**config.mk**
```make
export PLATFORM = sky130hd
export DESIGN_NAME = c_comment_and_literal_blanker
export DESIGN_NICKNAME = d
export VERILOG_FILES = /design/src/rtl/ccb_pkg.sv /design/src/rtl/c_comment_and_literal_blanker.sv
export SDC_FILE = /design/constraint.sdc
export NUM_CORES = 1
export LEC_CHECK = 0
export BUFFER_PORTS_ARGS = -buffer_cell sky130_fd_sc_hd__buf_2
export CORE_UTILIZATION = 37
export DETAILED_ROUTE_END_ITERATION = 7
export GPL_ROUTABILITY_DRIVEN = 0
export HOLD_SLACK_MARGIN = 0.02
export MAX_ROUTING_LAYER = met4
export PLACE_DENSITY = 0.55
export SLEW_MARGIN = 25
export SYNTH_ARGS = -nofsm -noshare
export SYNTH_HDL_FRONTEND = slang
export SYNTH_SLANG_ARGS = --single-unit
```
**constraint.sdc**
```tcl
create_clock -name clk -period 17.2 [get_ports clk]
set_input_delay 5.16 -clock clk [delete_from_list [all_inputs] [get_ports clk]]
set_output_delay 5.16 -clock clk [all_outputs]
set_load 0.005 [all_outputs]
```
**src/rtl/ccb_pkg.sv**
```systemverilog
// Package of the C comment and literal blanker: payload types and character codes.
`default_nettype none

package ccb_pkg;

	// Character codes the lexer looks at or emits.
	localparam logic [7:0] CH_STAR  = 8'h2A;
	localparam logic [7:0] CH_SLASH = 8'h2F;
	localparam logic [7:0] CH_APOS  = 8'h27;
	localparam logic [7:0] CH_QUOTE = 8'h22;
	localparam logic [7:0] CH_BSL   = 8'h5C;
	localparam logic [7:0] CH_NL    = 8'h0A;
	localparam logic [7:0] CH_SPACE = 8'h20;

	// Lexical modes.
	localparam logic [2:0] MODE_NORMAL = 3'd0;
	localparam logic [2:0] MODE_LINE   = 3'd1;
	localparam logic [2:0] MODE_BLOCK  = 3'd2;
	localparam logic [2:0] MODE_CHAR   = 3'd3;
	localparam logic [2:0] MODE_STRING = 3'd4;

	// Input request payload.
	typedef struct packed {
		logic [7:0] text_byte;
		logic       final_byte;
	} in_item_t;

	// Output request payload.
	typedef struct packed {
		logic [7:0] out_char;
		logic       has_char;
		logic       end_of_text;
	} out_item_t;

endpackage

`default_nettype wire

```
**src/rtl/c_comment_and_literal_blanker.sv**
```systemverilog
// C comment and literal blanker, top level.
// Pipeline: a request accepted into the input stage is classified there, and its results are
// written into the result buffer once they fit; the head slot of that buffer drives the output.
// Throughput: one input request per cycle unless the output stalls; the single output port
// sends one result per cycle, so a request that yields two makes the next such request wait.
// Reset (arst_n low, asynchronous): normal code mode, no held slash or star, no escape,
// both buffers empty, blank_q set to 1.
`default_nettype none

module c_comment_and_literal_blanker (
	input  wire              clk,
	input  wire              arst_n,
	input  wire              in_valid,
	output logic             in_ready,
	input  ccb_pkg::in_item_t  in_data,
	output logic             out_valid,
	input  wire              out_ready,
	output ccb_pkg::out_item_t out_data,
	input  wire              cfg_valid,
	output logic             cfg_ready,
	input  wire              cfg_data
);

	// Configuration register: 1 blanks the bodies of string literals.
	logic blank_q;

	// Input stage: one request waits here to be classified.
	ccb_pkg::in_item_t in_s1;
	logic              vld_s1;

	// Lexer state.
	logic [2:0] mode_q, mode_d;
	logic       esc_q, esc_d;
	logic       slash_q, slash_d;
	logic       star_q, star_d;

	// Result buffer: two slots, slot 0 is the head shown on the output.
	ccb_pkg::out_item_t res_q [2];
	ccb_pkg::out_item_t res_d [2];
	logic [1:0]         cnt_q, cnt_d;

	// Classification of the byte in the input stage.
	logic [7:0] c;
	logic       last;
	logic [7:0] em [2];
	logic [1:0] em_cnt;
	logic [1:0] nres;
	ccb_pkg::out_item_t r0, r1;

	logic       pop;
	logic [1:0] cnt_base;
	logic       advance;

	// Never stalls; the user must send writes only while the block is idle (unchecked).
	assign cfg_ready = 1'b1;

	always_ff @(posedge clk or negedge arst_n) begin
		if (!arst_n) begin
			blank_q <= 1'b1;
		end else if (cfg_valid) begin
			blank_q <= cfg_data;
		end
	end

	// Output side: the head slot is the output register.
	assign out_valid = (cnt_q != 2'd0);
	assign out_data  = res_q[0];
	assign pop       = out_valid && out_ready;
	assign cnt_base  = cnt_q - {1'b0, pop};

	// The staged request moves on only when every result it causes fits in the buffer.
	assign advance  = vld_s1 && (({1'b0, cnt_base} + {1'b0, nres}) <= 3'd2);
	assign in_ready = !vld_s1 || advance;

	// Lexer: one pass over the staged byte gives up to two emitted characters and the
	// next state. The held slash and held star give the one byte of lookahead.
	always_comb begin
		c       = in_s1.text_byte;
		last    = in_s1.final_byte;
		mode_d  = mode_q;
		esc_d   = esc_q;
		slash_d = slash_q;
		star_d  = star_q;
		em[0]   = 8'd0;
		em[1]   = 8'd0;
		em_cnt  = 2'd0;
		case (mode_q)
			ccb_pkg::MODE_LINE: begin
				// Line comment: spaces up to the newline, which is kept.
				if (c == ccb_pkg::CH_NL) begin
					em[0]  = ccb_pkg::CH_NL;
					mode_d = ccb_pkg::MODE_NORMAL;
				end else begin
					em[0] = ccb_pkg::CH_SPACE;
				end
				em_cnt = 2'd1;
			end
			ccb_pkg::MODE_BLOCK: begin
				if (star_q && c == ccb_pkg::CH_SLASH) begin
					// Closing marker emits nothing.
					star_d = 1'b0;
					mode_d = ccb_pkg::MODE_NORMAL;
				end else begin
					// A held star not followed by a slash becomes a space first.
					if (star_q) begin
						em[0]  = ccb_pkg::CH_SPACE;
						em_cnt = 2'd1;
					end
					star_d = 1'b0;
					if (c == ccb_pkg::CH_STAR && !last) begin
						star_d = 1'b1;
					end else begin
						em[em_cnt[0]] = (c == ccb_pkg::CH_NL) ? ccb_pkg::CH_NL
						                                      : ccb_pkg::CH_SPACE;
						em_cnt = em_cnt + 2'd1;
					end
				end
			end
			ccb_pkg::MODE_CHAR: begin
				// Character literal passes unchanged; a backslash escapes the next byte.
				em[0]  = c;
				em_cnt = 2'd1;
				if (esc_q) begin
					esc_d = 1'b0;
				end else if (c == ccb_pkg::CH_BSL) begin
					esc_d = 1'b1;
				end else if (c == ccb_pkg::CH_APOS) begin
					mode_d = ccb_pkg::MODE_NORMAL;
				end
			end
			ccb_pkg::MODE_STRING: begin
				em_cnt = 2'd1;
				if (esc_q) begin
					esc_d = 1'b0;
					em[0] = blank_q ? ccb_pkg::CH_SPACE : c;
				end else if (c == ccb_pkg::CH_BSL) begin
					esc_d = 1'b1;
					em[0] = blank_q ? ccb_pkg::CH_SPACE : c;
				end else if (c == ccb_pkg::CH_QUOTE) begin
					em[0]  = c;
					mode_d = ccb_pkg::MODE_NORMAL;
				end else if (blank_q) begin
					em[0] = (c == ccb_pkg::CH_NL) ? ccb_pkg::CH_NL : ccb_pkg::CH_SPACE;
				end else begin
					em[0] = c;
				end
			end
			default: begin
				// Normal code; unused mode codes are treated the same way.
				mode_d  = ccb_pkg::MODE_NORMAL;
				slash_d = 1'b0;
				if (slash_q && c == ccb_pkg::CH_STAR) begin
					mode_d = ccb_pkg::MODE_BLOCK;
				end else if (slash_q && c == ccb_pkg::CH_SLASH) begin
					// Both slashes of a line comment become spaces.
					em[0]  = ccb_pkg::CH_SPACE;
					em[1]  = ccb_pkg::CH_SPACE;
					em_cnt = 2'd2;
					mode_d = ccb_pkg::MODE_LINE;
				end else begin
					// A held slash that opens no comment is released first.
					if (slash_q) begin
						em[0]  = ccb_pkg::CH_SLASH;
						em_cnt = 2'd1;
					end
					if (c == ccb_pkg::CH_SLASH && !last) begin
						slash_d = 1'b1;
					end else begin
						em[em_cnt[0]] = c;
						em_cnt = em_cnt + 2'd1;
						if (c == ccb_pkg::CH_APOS) begin
							mode_d = ccb_pkg::MODE_CHAR;
						end else if (c == ccb_pkg::CH_QUOTE) begin
							mode_d = ccb_pkg::MODE_STRING;
						end
					end
				end
			end
		endcase
		// The last byte of a text returns the lexer to its reset state.
		if (last) begin
			mode_d  = ccb_pkg::MODE_NORMAL;
			esc_d   = 1'b0;
			slash_d = 1'b0;
			star_d  = 1'b0;
		end
	end

	// Result requests: a final byte that emits nothing still sends an end marker.
	always_comb begin
		r0 = '{out_char: em[0], has_char: 1'b1, end_of_text: last && (em_cnt == 2'd1)};
		r1 = '{out_char: em[1], has_char: 1'b1, end_of_text: last};
		nres = em_cnt;
		if (em_cnt == 2'd0) begin
			r0   = '{out_char: 8'd0, has_char: 1'b0, end_of_text: 1'b1};
			nres = {1'b0, last};
		end
	end

	// Next contents of the result buffer: shift on a pop, then append behind what is left.
	always_comb begin
		res_d[0] = res_q[0];
		res_d[1] = res_q[1];
		if (pop) begin
			res_d[0] = res_q[1];
		end
		if (advance && nres != 2'd0) begin
			res_d[cnt_base[0]] = r0;
			if (nres == 2'd2) begin
				res_d[1] = r1;
			end
		end
		cnt_d = cnt_base + (advance ? nres : 2'd0);
	end

	always_ff @(posedge clk or negedge arst_n) begin
		if (!arst_n) begin
			vld_s1  <= 1'b0;
			mode_q  <= ccb_pkg::MODE_NORMAL;
			esc_q   <= 1'b0;
			slash_q <= 1'b0;
			star_q  <= 1'b0;
			cnt_q   <= 2'd0;
		end else begin
			cnt_q <= cnt_d;
			if (in_ready) begin
				vld_s1 <= in_valid;
			end
			if (advance) begin
				mode_q  <= mode_d;
				esc_q   <= esc_d;
				slash_q <= slash_d;
				star_q  <= star_d;
			end
		end
	end

	// Payload registers carry no reset.
	always_ff @(posedge clk) begin
		if (in_ready && in_valid) begin
			in_s1 <= in_data;
		end
		res_q[0] <= res_d[0];
		res_q[1] <= res_d[1];
	end

endmodule

`default_nettype wire

```
==> flow_summary.yaml <==
global_routing:
  grt-ovfl-total: 0
  antenna_found_initial: 0
  largest_net_degree_at_the_start_of_global_routing: 16
  grt_pass1_wl_um: 9418
  first_global_vias: 1889
  groute.usage.overall: 0.1703
critical_path:
  start_kind: "input port"
  end_kind: "output port"
  crit_path_frequent_cell: "sky130_fd_sc_hd__inv_1"
  critical_path_class: "input port to output port"
  rr_startpoint: "c[5]"
  crit_path_max_incr_delay_ns: 0.48
  worstPathRequired_ns: 12.04
  crit_path_top_delay_cell: "sky130_fd_sc_hd__ha_1"
  critPathBufInv: 5
  path_delay_family: "adder cells"
  crit_arrival_ns: 7.86
  r2r_end: "res_q[0][3]"
  worst_r2r_path_depth: 15
  maximum_fanout_encountered_on_the_critical_timing_path: 11
  reg2reg_setup_slack_ns: 12.24
  timing.critical_path.cells: "buf_2 > nand2_1 > inv_1 > ha_1 > inv_1 > ha_1 > inv_1 > fa_1 > o21ai_0 > nand2_1 > buf_2"
  critical_path_depth: 11
route:
  detailedRoute.firstPassIterationCount: 5
  drt-wirelength-per-cell_um: 16.32
  dr_total_vias: 2057
  first_iter_violations: 91
  route.detailed.drc: 0
  post_drt_via_cell_ratio: 5.746
  drtAntennaViolNets: 0
  finalWirelength_um: 5841
pwr:
  power-per-cell-area_mw_per_mm2: 172.8
  p_leak_uw: 0.001079
  power_uw: 474.7
  power.ir.vdd_worst_mv: 0.1053
synth:
  area_share_of_the_largest_cell_type_after_synthesis: 0.2211
  post_synth_most_frequent_cells: "sky130_fd_sc_hd__edfxtp_1, sky130_fd_sc_hd__nand2_1, sky130_fd_sc_hd__o21ai_0, sky130_fd_sc_hd__nor2_1"
  ffs_latches_synth: 39
  synth.most_common_cell: "sky130_fd_sc_hd__edfxtp_1"
  arithmetic_cell_share_of_the_synthesized_area_counting_full_adders_half_adders_and_majority_gates: 0.03201
  synth_async_sr_flop_share: 0.2564
  netlist_area_mm2: 0.002580
  synth_compound_gate_area_share: 0.2245
  synth.largest_area_cell: "sky130_fd_sc_hd__edfxtp_1"
  number_of_synthesized_flops_with_an_enable_pin: 19
  post_synth_num_cell_types: 68
  synth_mux_area_frac: 0.03492
  seq_area_frac_synth: 0.3962
  synth-warning-count: 0
  main_combinational_cell_family_by_area_after_synthesis: "compound AO/OA/AOI/OAI gates"
  synth_simple_gate_area_share: 0.2139
  syn_area_per_cell_um2: 9.555
  synth_top_cells_by_area: "sky130_fd_sc_hd__edfxtp_1, sky130_fd_sc_hd__dfrtp_1, sky130_fd_sc_hd__dfxtp_1"
  postSynthNetCount: 291
  synth-main-ff-cell: "sky130_fd_sc_hd__edfxtp_1"
  synth-xor-area-share: 0.02037
  mapped_cells: 270
floorplan:
  floorplan.rows: 30
  die_area_mm2: 0.007311
  floorplan.die.height_um: 85.51
  ioPinCount: 28
  fp.dieW_um: 85.51
  design.core.area_mm2: 0.006756
  start_util: 0.3819
final_layout:
  layout.area.seq_mm2: 0.001022
  area_delta_synth_final_pct: 6.499
  final_net_count: 298
  num-fill-cells: 684
  insertedDiodeCount: 0
  fraction_of_layout_instances_using_a_drive_strength_above_1: 0.1655
  footprint_of_the_multi_input_gates_mm2: 0.001360
clock_network:
  clkTransAtPathRegs_ns: 0.07
  htree_num_levels: 2
  postCtsResizedCells: 0
  clockBufferDepth: 2
  cts-root-buf: "sky130_fd_sc_hd__clkbuf_8"
  clock_latency_ns: 0.30
  inserted_clock_buffers: 5
  cts_sinks: 39
  cts.hold.buffers_added: 0
  cts_tree: "built"
  cts.repair_timing.setup_buffer_count: 0
sta:
  fin_skew_ns: 0.008760
  grt_setup_unrepaired: "no"
  fin_crit_ns: 13.02
  maxSlewViolCount: 0
  tightestPinTransition_ns: 0.7532
  max-slew-margin-rel: 0.4910
  setup_tns_ns: 0
  max_clock_freq_mhz: 76.79
  min_period_over_period: 0.7571
  setup_viol: 0
  final-hold-violation-count: 0
placed_design:
  buffer_ports.inserted: 26
  dp_hpwl_um: 4321
min_path:
  hold_class: "flip-flop to flip-flop"
  hold_depth: 2
  worstHoldEndpoint: "res_q[0][4]"
job:
  cap_viol_max_count: 0
status:
  run_status: "completed"
==> through the flow <==
stage,std cells,instance area (um2),setup WS (ns),hold slack [ns],utilization
floorplan,270,2580,4.618,0.4789,-
global placement,350,2654,4.270,0.4920,0.3928
detailed placement,350,2654,4.164,0.4962,0.3928
CTS,358,2748,4.143,0.5159,0.4067
global route,358,2748,3.910,0.5407,0.4067
finish,358,2748,4.178,0.5133,0.4067
==> layer usage <==
layer  share of wire  routed length (um)  global-route usage
met1            0.49                2875              0.2354
met2            0.46                2659              0.2567
met3           0.044                 256             0.03465
met4          0.0087                  51             0.04242
met5               0                   0                   -
==> placed cells by master (no fill, tap or decap), drive strengths merged, types with 4 or more instances in the layout <==
| cell type | count |
|---|---|
| o41ai | 4 |
| ha | 5 |
| and2 | 8 |
| nor2b | 6 |
| nand2 | 17 |
| mux2i | 9 |
| xnor2 | 5 |
| buf | 26 |
| a21oi | 9 |
| nor3 | 6 |
| o21ai | 18 |
| dfxtp | 10 |
| a31oi | 6 |
| or3 | 4 |
| a21o | 4 |
| clkbuf | 6 |
| edfxtp | 19 |
| nand3 | 8 |
| nand2b | 8 |
| o22ai | 4 |
| nor2 | 15 |
| inv | 11 |
| dfrtp | 9 |
==> power by group <==
group          switching, uW  total [uW]  internal [uW]
clock network           33.6        65.6           32.0
logic                    131         224           93.2
registers               33.5         185            151
==> area by class of cell <==
cell class	instances	share of cell area
clock buffers	6	0.03005
clock inverters	2	0.004098
multi-input cells	194	0.4950
flip-flops and latches	39	0.3720
repair buffers	26	0.04736
well taps	80	0.03643
inverters	11	0.01503
==> how the worst max path moves through the flow <==
stage,from,to,slack [ns]
after CTS,out_ready,in_ready,4.14
after detailed placement,out_ready,in_ready,4.16
after global placement,out_ready,in_ready,4.27
after floorplan,out_ready,in_ready,4.62
after global routing,out_ready,in_ready,3.91
final,out_ready,in_ready,4.18
==> worst min-delay path: stages (launching register included) <==
cell and delay (ns):
sky130_fd_sc_hd__edfxtp_1 0.32, sky130_fd_sc_hd__a211oi_1 0.06, sky130_fd_sc_hd__a21oi_1 0.10
==> cell families after synthesis <==
family	after synthesis
buf+inv	37
flops	39
mux	9
simple gates	94
other cells	1
xor+xnor	6
compound gates	78
fa+ha+maj	6
Note: power is estimated with default switching activity, not from simulation.
